[src/rtl/wsfp_pkg.sv]
`timescale 1ns / 1ps
`default_nettype none

package wsfp_pkg;

   localparam int unsigned CSR_ADDR_WIDTH = 3;
   localparam int unsigned CSR_DATA_WIDTH = 32;
   localparam logic [0:0] CSR_REQUIRE_MASK_WORD = 1'b0;

   localparam logic [1:0] KIND_PAYLOAD = 2'd0;
   localparam logic [1:0] KIND_HEADER  = 2'd1;
   localparam logic [1:0] KIND_ERROR   = 2'd2;

   localparam logic ERR_UNMASKED = 1'b0;
   localparam logic ERR_OPCODE   = 1'b1;

   localparam logic [3:0] OP_TEXT   = 4'h1;
   localparam logic [3:0] OP_BINARY = 4'h2;
   localparam logic [3:0] OP_CLOSE  = 4'h8;
   localparam logic [3:0] OP_PING   = 4'h9;
   localparam logic [3:0] OP_PONG   = 4'hA;

   localparam logic [6:0] LEN_CODE_64 = 7'd127;
   localparam logic [6:0] LEN_CODE_16 = 7'd126;

   localparam logic [2:0] EXT_BYTES_64 = 3'd7;
   localparam logic [2:0] EXT_BYTES_16 = 3'd1;
   localparam logic [2:0] KEY_BYTES    = 3'd3;

   typedef enum logic [2:0] {
      PH_FIRST  = 3'd0,
      PH_SECOND = 3'd1,
      PH_EXTLEN = 3'd2,
      PH_KEY    = 3'd3,
      PH_BODY   = 3'd4
   } phase_type;

   typedef struct packed {
      logic [7:0] in_byte;
      logic       restart;
   } req_type;

   typedef struct packed {
      logic [1:0]  out_kind;
      logic [7:0]  payload_byte;
      logic        final_fragment;
      logic [3:0]  frame_opcode;
      logic [63:0] frame_length;
      logic        error_code;
      logic        frame_end;
   } rsp_type;

   function automatic logic opcode_ok(input logic [3:0] op);
      case (op)
         OP_TEXT, OP_BINARY, OP_CLOSE, OP_PING, OP_PONG: opcode_ok = 1'b1;
         default:                                        opcode_ok = 1'b0;
      endcase
   endfunction

endpackage

`default_nettype wire

[src/rtl/websocket_frame_parser_unmasker_unit.sv]
// a result beat is registered into the output slot, or into the skid slot while rsp stalls, when its byte is accepted
// throughput: one byte per cycle while req_ready is high; the parser state updates in the accepting cycle
// a two-slot result buffer (output register plus skid) lets bytes flow while rsp stalls;
// req_ready drops only when both slots are full
// reset: synchronous, clears the parse state and the result buffer, require_mask to 1
`timescale 1ns / 1ps
`default_nettype none

module websocket_frame_parser_unmasker_unit (
   input  wire                                       clock,
   input  wire                                       reset,
   input  wire                                       req_valid,
   output logic                                      req_ready,
   input  wsfp_pkg::req_type                         req_payload,
   output logic                                      rsp_valid,
   input  wire                                       rsp_ready,
   output wsfp_pkg::rsp_type                         rsp_payload,
   input  wire                                       psel,
   input  wire                                       penable,
   input  wire                                       pwrite,
   input  wire [wsfp_pkg::CSR_ADDR_WIDTH-1:0]        paddr,
   input  wire [wsfp_pkg::CSR_DATA_WIDTH-1:0]        pwdata,
   output logic [wsfp_pkg::CSR_DATA_WIDTH-1:0]       prdata,
   output logic                                      pready
);

   logic                    require_mask_ff;
   wsfp_pkg::phase_type     phase_ff, phase_in;
   logic                    fin_ff, fin_in;
   logic [3:0]              opcode_ff, opcode_in;
   logic                    masked_ff, masked_in;
   logic [2:0]              hdr_count_ff, hdr_count_in;
   logic [63:0]             length_ff, length_in;
   logic [31:0]             key_ff, key_in;
   logic [63:0]             bytes_left_ff, bytes_left_in;
   logic [1:0]              key_index_ff, key_index_in;
   logic                    error_ff, error_in;

   logic                    out_valid_ff, out_valid_in;
   wsfp_pkg::rsp_type       out_data_ff, out_data_in;
   logic                    skid_valid_ff, skid_valid_in;
   wsfp_pkg::rsp_type       skid_data_ff, skid_data_in;

   logic                    accept;
   logic                    pop;
   logic                    push;
   wsfp_pkg::rsp_type       result;
   logic [7:0]              b;
   logic [7:0]              key_byte;
   logic [63:0]             left_dec;
   logic [63:0]             length_shift;
   wsfp_pkg::phase_type     phase_eff;
   logic                    error_eff;

   // configuration port
   assign pready = 1'b1;

   always_comb begin
      prdata = '0;
      if (paddr[2] == wsfp_pkg::CSR_REQUIRE_MASK_WORD) begin
         prdata[0] = require_mask_ff;
      end
   end

   always_ff @(posedge clock) begin
      if (reset) begin
         require_mask_ff <= 1'b1;
      end else if (psel && penable && pwrite && pready &&
                   paddr[2] == wsfp_pkg::CSR_REQUIRE_MASK_WORD) begin
         require_mask_ff <= pwdata[0];
      end
   end

   // handshake
   assign req_ready = !skid_valid_ff;
   assign accept    = req_valid && req_ready;
   assign rsp_valid = out_valid_ff;
   assign rsp_payload = out_data_ff;
   assign pop       = out_valid_ff && rsp_ready;

   assign b            = req_payload.in_byte;
   assign left_dec     = (bytes_left_ff != 64'd0) ? bytes_left_ff - 64'd1 : bytes_left_ff;
   assign length_shift = {length_ff[55:0], b};

   always_comb begin
      case (key_index_ff)
         2'd0:    key_byte = key_ff[31:24];
         2'd1:    key_byte = key_ff[23:16];
         2'd2:    key_byte = key_ff[15:8];
         default: key_byte = key_ff[7:0];
      endcase
   end

   // parser
   always_comb begin
      phase_in      = phase_ff;
      fin_in        = fin_ff;
      opcode_in     = opcode_ff;
      masked_in     = masked_ff;
      hdr_count_in  = hdr_count_ff;
      length_in     = length_ff;
      key_in        = key_ff;
      bytes_left_in = bytes_left_ff;
      key_index_in  = key_index_ff;
      error_in      = error_ff;
      push          = 1'b0;
      result        = '0;
      phase_eff     = phase_ff;
      error_eff     = error_ff;

      if (req_payload.restart) begin
         phase_eff = wsfp_pkg::PH_FIRST;
         error_eff = 1'b0;
         error_in  = 1'b0;
      end

      result.final_fragment = fin_ff;
      result.frame_opcode   = opcode_ff;

      if (!error_eff) begin
         unique case (phase_eff)
            wsfp_pkg::PH_SECOND: begin
               masked_in = b[7];
               if (!b[7] && require_mask_ff) begin
                  error_in          = 1'b1;
                  phase_in          = wsfp_pkg::PH_FIRST;
                  push              = 1'b1;
                  result.out_kind   = wsfp_pkg::KIND_ERROR;
                  result.error_code = wsfp_pkg::ERR_UNMASKED;
               end else if (!wsfp_pkg::opcode_ok(opcode_ff)) begin
                  error_in          = 1'b1;
                  phase_in          = wsfp_pkg::PH_FIRST;
                  push              = 1'b1;
                  result.out_kind   = wsfp_pkg::KIND_ERROR;
                  result.error_code = wsfp_pkg::ERR_OPCODE;
               end else begin
                  key_in = '0;
                  if (b[6:0] == wsfp_pkg::LEN_CODE_64) begin
                     length_in    = '0;
                     hdr_count_in = wsfp_pkg::EXT_BYTES_64;
                     phase_in     = wsfp_pkg::PH_EXTLEN;
                  end else if (b[6:0] == wsfp_pkg::LEN_CODE_16) begin
                     length_in    = '0;
                     hdr_count_in = wsfp_pkg::EXT_BYTES_16;
                     phase_in     = wsfp_pkg::PH_EXTLEN;
                  end else begin
                     length_in = {57'd0, b[6:0]};
                     if (b[7]) begin
                        hdr_count_in = wsfp_pkg::KEY_BYTES;
                        phase_in     = wsfp_pkg::PH_KEY;
                     end else begin
                        push                = 1'b1;
                        result.out_kind     = wsfp_pkg::KIND_HEADER;
                        result.frame_length = {57'd0, b[6:0]};
                        result.frame_end    = (b[6:0] == 7'd0);
                        bytes_left_in       = {57'd0, b[6:0]};
                        key_index_in        = 2'd0;
                        phase_in            = (b[6:0] == 7'd0) ? wsfp_pkg::PH_FIRST
                                                               : wsfp_pkg::PH_BODY;
                     end
                  end
               end
            end
            wsfp_pkg::PH_EXTLEN: begin
               length_in = length_shift;
               if (hdr_count_ff != 3'd0) begin
                  hdr_count_in = hdr_count_ff - 3'd1;
               end else if (masked_ff) begin
                  hdr_count_in = wsfp_pkg::KEY_BYTES;
                  phase_in     = wsfp_pkg::PH_KEY;
               end else begin
                  push                = 1'b1;
                  result.out_kind     = wsfp_pkg::KIND_HEADER;
                  result.frame_length = length_shift;
                  result.frame_end    = (length_shift == 64'd0);
                  bytes_left_in       = length_shift;
                  key_index_in        = 2'd0;
                  phase_in            = (length_shift == 64'd0) ? wsfp_pkg::PH_FIRST
                                                                : wsfp_pkg::PH_BODY;
               end
            end
            wsfp_pkg::PH_KEY: begin
               key_in = {key_ff[23:0], b};
               if (hdr_count_ff != 3'd0) begin
                  hdr_count_in = hdr_count_ff - 3'd1;
               end else begin
                  push                = 1'b1;
                  result.out_kind     = wsfp_pkg::KIND_HEADER;
                  result.frame_length = length_ff;
                  result.frame_end    = (length_ff == 64'd0);
                  bytes_left_in       = length_ff;
                  key_index_in        = 2'd0;
                  phase_in            = (length_ff == 64'd0) ? wsfp_pkg::PH_FIRST
                                                             : wsfp_pkg::PH_BODY;
               end
            end
            wsfp_pkg::PH_BODY: begin
               push                = 1'b1;
               result.out_kind     = wsfp_pkg::KIND_PAYLOAD;
               result.payload_byte = masked_ff ? (b ^ key_byte) : b;
               result.frame_end    = (left_dec == 64'd0);
               key_index_in        = key_index_ff + 2'd1;
               bytes_left_in       = left_dec;
               if (left_dec == 64'd0) begin
                  phase_in = wsfp_pkg::PH_FIRST;
               end
            end
            default: begin
               fin_in        = b[7];
               opcode_in     = b[3:0];
               masked_in     = 1'b0;
               hdr_count_in  = '0;
               length_in     = '0;
               key_in        = '0;
               bytes_left_in = '0;
               key_index_in  = '0;
               phase_in      = wsfp_pkg::PH_SECOND;
            end
         endcase
      end
      if (!accept) begin
         push = 1'b0;
      end
   end

   always_ff @(posedge clock) begin
      if (reset) begin
         phase_ff      <= wsfp_pkg::PH_FIRST;
         fin_ff        <= 1'b0;
         opcode_ff     <= '0;
         masked_ff     <= 1'b0;
         hdr_count_ff  <= '0;
         length_ff     <= '0;
         key_ff        <= '0;
         bytes_left_ff <= '0;
         key_index_ff  <= '0;
         error_ff      <= 1'b0;
      end else if (accept) begin
         phase_ff      <= phase_in;
         fin_ff        <= fin_in;
         opcode_ff     <= opcode_in;
         masked_ff     <= masked_in;
         hdr_count_ff  <= hdr_count_in;
         length_ff     <= length_in;
         key_ff        <= key_in;
         bytes_left_ff <= bytes_left_in;
         key_index_ff  <= key_index_in;
         error_ff      <= error_in;
      end
   end

   // result buffer
   always_comb begin
      out_valid_in  = out_valid_ff;
      out_data_in   = out_data_ff;
      skid_valid_in = skid_valid_ff;
      skid_data_in  = skid_data_ff;
      if (skid_valid_ff) begin
         if (pop) begin
            out_data_in   = skid_data_ff;
            skid_valid_in = 1'b0;
         end
      end else if (push) begin
         if (out_valid_ff && !pop) begin
            skid_data_in  = result;
            skid_valid_in = 1'b1;
         end else begin
            out_data_in  = result;
            out_valid_in = 1'b1;
         end
      end else if (pop) begin
         out_valid_in = 1'b0;
      end
   end

   always_ff @(posedge clock) begin
      if (reset) begin
         out_valid_ff  <= 1'b0;
         skid_valid_ff <= 1'b0;
      end else begin
         out_valid_ff  <= out_valid_in;
         skid_valid_ff <= skid_valid_in;
      end
   end

   always_ff @(posedge clock) begin
      out_data_ff  <= out_data_in;
      skid_data_ff <= skid_data_in;
   end

   a_skid_behind_out: assert property (@(posedge clock) disable iff (reset)
      skid_valid_ff |-> out_valid_ff)
      else $error("skid slot holds a beat while the output slot is empty");

   a_error_silent: assert property (@(posedge clock) disable iff (reset)
      (accept && error_ff && !req_payload.restart) |-> !push)
      else $error("result produced while the error is sticky");

   a_body_has_bytes: assert property (@(posedge clock) disable iff (reset)
      (phase_ff == wsfp_pkg::PH_BODY) |-> (bytes_left_ff != 64'd0))
      else $error("body phase with no payload bytes left");

   a_skid_drains: assert property (@(posedge clock) disable iff (reset)
      (skid_valid_ff && rsp_ready) |=> (out_valid_ff && !skid_valid_ff))
      else $error("skid beat not moved to the output slot");

endmodule

`default_nettype wire

[config.mk]
export PLATFORM = sky130hd
export DESIGN_NAME = websocket_frame_parser_unmasker_unit
export DESIGN_NICKNAME = d
export VERILOG_FILES = /design/src/rtl/wsfp_pkg.sv /design/src/rtl/websocket_frame_parser_unmasker_unit.sv
export SDC_FILE = /design/constraint.sdc
export NUM_CORES = 1
export LEC_CHECK = 0
export BUFFER_PORTS_ARGS = -buffer_cell sky130_fd_sc_hd__buf_2
export CAP_MARGIN = 40
export CORE_ASPECT_RATIO = 0.5
export CORE_MARGIN = 4
export CORE_UTILIZATION = 60
export DETAILED_ROUTE_END_ITERATION = 12
export PLACE_DENSITY = 0.81
export SKIP_CTS_REPAIR_TIMING = 1
export SYNTH_ARGS = -nofsm -noshare
export SYNTH_HDL_FRONTEND = slang
export SYNTH_SLANG_ARGS = --single-unit
[constraint.sdc]
create_clock -name clock -period 10.35 [get_ports clock]
set_input_delay 3.105 -clock clock [delete_from_list [all_inputs] [get_ports clock]]
set_output_delay 3.105 -clock clock [all_outputs]
set_load 0.02 [all_outputs]
==> reports/results.ini, run 1 <==
[outcome]
outcome = finished, final reports clean

[critical_path]
r2r_setup_slack_ps = 5510
end_kind = flip-flop
cp.required_ps = 10550
slowest_delay_ps = 770
criticalPathCategory = in2reg
slowest_stage = buf_4
worstSetupStartpointType = input pin
cpMostUsedCell = nand2_1
crit_fanout = 67
r2r_cells = 9
path_cells = buf_2, nor2_1, and2_1, nand2_1, nor2_4, buf_4, a211oi_1, nand2_1, nand2_1, a21oi_4, buf_4
cp.arrival_ps = 6920

[clocking]
cts.sinks = 340
clkSlewWorstSetupHoldPaths_ps = 70
cts_tree = yes
clk_latency_ps = 590
cts_buffer_depth = 3
htree_levels = 1
numCtsBuffers = 29
root_buffer = clkbuf_16

[synth]
synthMuxAreaShare_pct = 4.64
synth-simple-area-share_pct = 19.8
ys_seq_area_share_pct = 47.3
synth.distinct_cells = 77
synth_warnings = 0
synth_top_family_by_area = compound AO/OA/AOI/OAI gates
ys_ff_latch = 340
synth-xor-area-share_pct = 1.38
synth_fa_ha_area_share_pct = 0.561
syn_avg_cell_area_um2 = 8.96
synth_edf_count = 162
synth_async_sr_flop_share_pct = 0
synth_compound_area_share_pct = 20.9
syn_inst = 1989
syn_area_um2 = 17800
synthFlopType = dfxtp_1

[die]
die_h_um = 130
die_area_um2 = 32700
fp-row-count = 44
io_pins = 167
start_util_pct = 61.2
core-area_um2 = 29100
die_width_um = 252

[timing]
slew_viol_final = 0
tightest_slew_ps = 931
relSlewSlack_pct = 37.4
hold_violations = 0
fmax_mhz = 149
rsz0062_at_grt = no
period_minus_slack_ps = 6710
setup_violations = 0
finalSetupTns_ps = 0
fin_worst_skew_ps = 24.5
setup_ws_ps = 3640
period_share_pct = 64.9

[pwr]
power_density_nw_per_um2 = 172
p_sw_share_pct = 32.0
p_clk_share_pct = 34.4
comb_power_share_pct = 22.1
seqPwrFrac_pct = 43.6
p_int_uw = 2270
leakagePower_uw = 0.00664
switching_power_uw = 1070
irDropWorstVdd_uv = 140

[placement]
preCtsSetupSlack_ps = 3180
portBuffers = 101
hpwl_um = 39800
gp_congestion = 0.979

[grt]
grt_pass1_wl_um = 87200
grt_overflow = 0
grt_max_degree = 97
antenna_found_initial = 2
grt_usage_pct = 34.2
grt_pass1_vias = 14451

[run]
drv_cap = 0

[route]
avgRoutedWirePerCell_um = 24.2
drc_errors = 0
totalWireLength_um = 58000
drt_iter0_markers = 2729
via_per_inst = 6.87
num_vias = 16472
antenna_left = 0
drtPass1Iterations = 8

[finish]
layout_commonest_cell = nor2_1
nNetsFinal = 2043
area.growth.synth_to_final_pct = 9.10
final_cell_mix = nor2_1, nand2_1, dfxtp_1
layout-drive-gt1-share_pct = 11.6
diodes = 0

[worst_hold_path]
min_path_cells = 2
hold_class = reg2reg

[stage by stage]
| step | hold slack (ps) | total power [uW] | instances | utilization, % | cell area (um2) |
|---|---|---|---|---|---|
| 6_report | 484 | 3340 | 2398 | 66.8 | 19500 |
| 5_1_grt | 506 | 3450 | 2398 | 66.8 | 19500 |
| 4_1_cts | 485 | 3310 | 2397 | 66.7 | 19400 |
| 3_5_place_dp | 477 | 2190 | 2343 | 63.4 | 18500 |
| 3_3_place_gp | 445 | 2180 | 2336 | 62.9 | 18300 |
| 2_1_floorplan | 426 | 1980 | 2019 | - | 17900 |
[power groups by stage]
stage	clock network [uW]	logic (uW)	registers [uW]
6_report	1150	737	1460
5_1_grt	1210	777	1460
4_1_cts	1150	705	1450
3_5_place_dp	0	701	1480
3_3_place_gp	0	695	1480
2_1_floorplan	0	496	1490
[final timing paths]
path	start	endpoint
worst max-delay path	req_payload[0]	rsp_payload[1]
worst min-delay path	bytes_left_ff[62]	bytes_left_ff[62]
worst max register to register	bytes_left_ff[24]	rsp_payload[0]
worst min register to register	bytes_left_ff[62]	bytes_left_ff[62]
[final cells by class]
type	instances	area, um2
clock buffer	38	810
clock inverter	16	179
fill	2296	9670
inverter	19	71.3
multi-input combinational	1461	8620
sequential	340	8440
tap	391	489
timing repair buffer	133	846
[routing by layer]
metal  track usage [%]  up-vias  wire length (um)
met5                 0        -                27
met4              5.87        4              1060
met2              47.9     1139             23400
li1                  -     7368                 -
met3              13.0      119              9050
met1              51.0     7842             24500
[logic make-up (layout without fill, tap and decap cells)]
logic type	count (synthesis)	count (layout)
AOI/OAI and AO/OA	551	551
xor gates and xnor gates	28	28
adders and majority gates	8	8
buffers and inverters	218	206
DFF	340	340
muxes	80	80
other	2	32
and+or+nand+nor	762	762
[worst max-delay path: cells and delay by family]
family                 cells  cell delay (ps)
AOI/OAI and AO/OA          2              870
buffers and inverters      3             1460
and+or+nand+nor            6             1400
[Yosys cell counts, types with 8 or more instances]
cell,instances,share of area (%)
o22ai_1,23,0.81
ha_1,8,0.56
a21oi_1,109,3.1
buf_1,12,0.25
mux2_2,21,1.3
o32ai_1,16,0.79
or4_1,11,0.46
inv_1,18,0.38
clkbuf_1,147,3.1
o21ai_0,83,2.3
nand2_1,225,4.7
nor3_1,48,1.3
a222oi_1,9,0.51
buf_4,32,1.3
nor4_1,53,1.9
dfxtp_1,178,20
nor2b_1,8,0.28
xor2_1,13,0.64
a211oi_1,11,0.46
edfxtp_1,162,27
a22oi_1,163,6.9
o31ai_1,72,3.0
nand3_1,59,1.7
mux2i_1,59,3.3
nand4_1,28,0.98
or3_1,21,0.74
xnor2_1,15,0.74
nor2_1,258,5.4
[registers in the layout, summed over array words and instances, names as in the netlist, 2 cells and up]
name	count
rsp_payload	81
skid_data_ff	81
bytes_left_ff	64
length_ff	64
key_ff	32
opcode_ff	4
hdr_count_ff	3
phase_ff	3
key_index_ff	2
Power figures use the tool's default switching activity.
==> run 2, diff against run 1 <==
- clock period: 10.35 -> 6.6 ns (I/O delays scaled with it)
==> reports/results.ini, run 2 (same netlist as run 1, synthesis figures left out) <==
[critical_path]
cpLargestDelayFamily = simple AND/OR/NAND/NOR gates
criticalPathCategory = reg2reg
cp.required_ps = 7040  ; -3510 ps
end_kind = flip-flop
slowest_delay_ps = 690  ; -80 ps
r2r_cells = 9  ; unchanged
cp.arrival_ps = 4940  ; -1980 ps
cp.depth = 9  ; -2
r2r_setup_slack_ps = 2100  ; -3410 ps
cp_num_buf_inv = 0  ; -3
crit_fanout = 15  ; -78%
worstSetupStartpointType = flip-flop
slowest_stage = or4_1
path_cells = or4_1, nor4_1, and3_1, nand2_1, a21oi_1, nand4_1, nor4_1, nand4_1, o21ai_1

[placement]
gp_congestion = 1.01  ; +3.4%
portBuffers = 101  ; unchanged
hpwl_um = 38000  ; -4.6%

[grt]
grt_max_degree = 101  ; +4.1%
grt_pass1_wl_um = 85500  ; -1.9%
grt_pass1_vias = 14151  ; -2.1%
grt_usage_pct = 33.2  ; -0.91 points
grt_overflow = 0  ; unchanged
antenna_found_initial = 0  ; -2

[finish]
layout_commonest_cell = nor2_1
fillers = 2274  ; -0.96%
nNetsFinal = 2039  ; -0.20%
final_cell_mix = nor2_1, nand2_1, dfxtp_1
post-route-util_pct = 66.6  ; -0.21 points
regArea_um2 = 8440  ; unchanged
diodes = 0  ; unchanged
layout-drive-gt1-share_pct = 11.2  ; -0.33 points
multi_input_area_um2 = 8620  ; unchanged
area.growth.synth_to_final_pct = 8.77

[timing]
hold_violations = 0  ; unchanged
period_share_pct = 68.2
setup_violations = 0  ; unchanged
fin_worst_skew_ps = 14.8  ; -9.68 ps
fmax_mhz = 222
tightest_slew_ps = 924  ; -6.98 ps
slew_viol_final = 0  ; unchanged
finalSetupTns_ps = 0  ; unchanged
period_minus_slack_ps = 4500
relSlewSlack_pct = 37.5  ; +0.17 points
rsz0062_at_grt = no

[route]
num_vias = 16369  ; -0.63%
drtPass1Iterations = 6  ; -2
via_per_inst = 6.83  ; -0.50%
drc_errors = 0  ; unchanged
avgRoutedWirePerCell_um = 23.5  ; -2.7%
antenna_left = 0  ; unchanged
totalWireLength_um = 56400  ; -2.8%
drt_iter0_markers = 2993  ; +9.7%

[worst_hold_path]
min_path_cells = 0  ; -2
hold_class = reg2reg

[clocking]
htree_levels = 1  ; unchanged
cts.sinks = 340  ; unchanged
cts_buffer_depth = 3  ; unchanged
clk_latency_ps = 600  ; about the same
clkSlewWorstSetupHoldPaths_ps = 70  ; about the same
root_buffer = clkbuf_16
cts_tree = yes
numCtsBuffers = 30  ; +3.4%

[pwr]
power_density_nw_per_um2 = 267  ; +56%
irDropWorstVdd_uv = 190  ; +36%
leakagePower_uw = 0.00660  ; -0.59%

[die]
io_pins = 167  ; unchanged
die_area_um2 = 32700  ; unchanged
core-area_um2 = 29100  ; unchanged
fp-row-count = 44  ; unchanged
die_width_um = 252  ; unchanged
start_util_pct = 61.2  ; unchanged
die_h_um = 130  ; unchanged

[outcome]
outcome = finished, final reports clean

[run]
drv_cap = 0  ; unchanged

-- run 2: cell count changes in the layout (fill, tap and decap cells not counted), moves of 2 or more --
cell,delta
clkinv_2,+2
clkbuf_1,+5
clkbuf_8,-2
buf_4,-5
-- run 2: path summary, 6_finish.rpt --
path / startpoint / endpoint
hold reg to reg: fin_ff / skid_data_ff[70]
setup / recovery: bytes_left_ff[24] / rsp_payload[0]
setup reg to reg: bytes_left_ff[24] / rsp_payload[0]
hold / removal: fin_ff / skid_data_ff[70]
-- run 2: metrics by stage --
stage	worst slack, ps	cell area (um2)	hold WS (ps)	total power (uW)	cells
2_1_floorplan	586	17900	426	3110	2019
3_5_place_dp	1760	18400	471	3400	2339
6_report	2100	19400	481	5180	2395
4_1_cts	2200	19400	488	5140	2395
3_3_place_gp	1540	18300	456	3390	2332
5_1_grt	2020	19400	505	5350	2395
-- run 2: power by group --
group          total [uW]  internal (uW)  switching, uW
sequential           2280           2240           43.5
combinational        1120            332            791
clock                1780            959            820
-- run 2: cell type report --
class                      instances  share of cell area [%]
clock buffer                      42                    4.26
clock inverter                    14                   0.781
inverter                          19                   0.368
multi-input combinational       1461                    44.5
sequential                       340                    43.5
tap                              391                    2.52
timing repair buffer             128                    4.11
-- run 2: layer usage --
metal | vias to the layer above | routed length (um) | global-route usage (%)
li1 | 7354 | - | -
met1 | 7719 | 23800 | 50.4
met2 | 1187 | 22500 | 45.3
met3 | 109 | 8860 | 12.1
met4 | 0 | 1310 | 7.52
met5 | - | 0 | 0
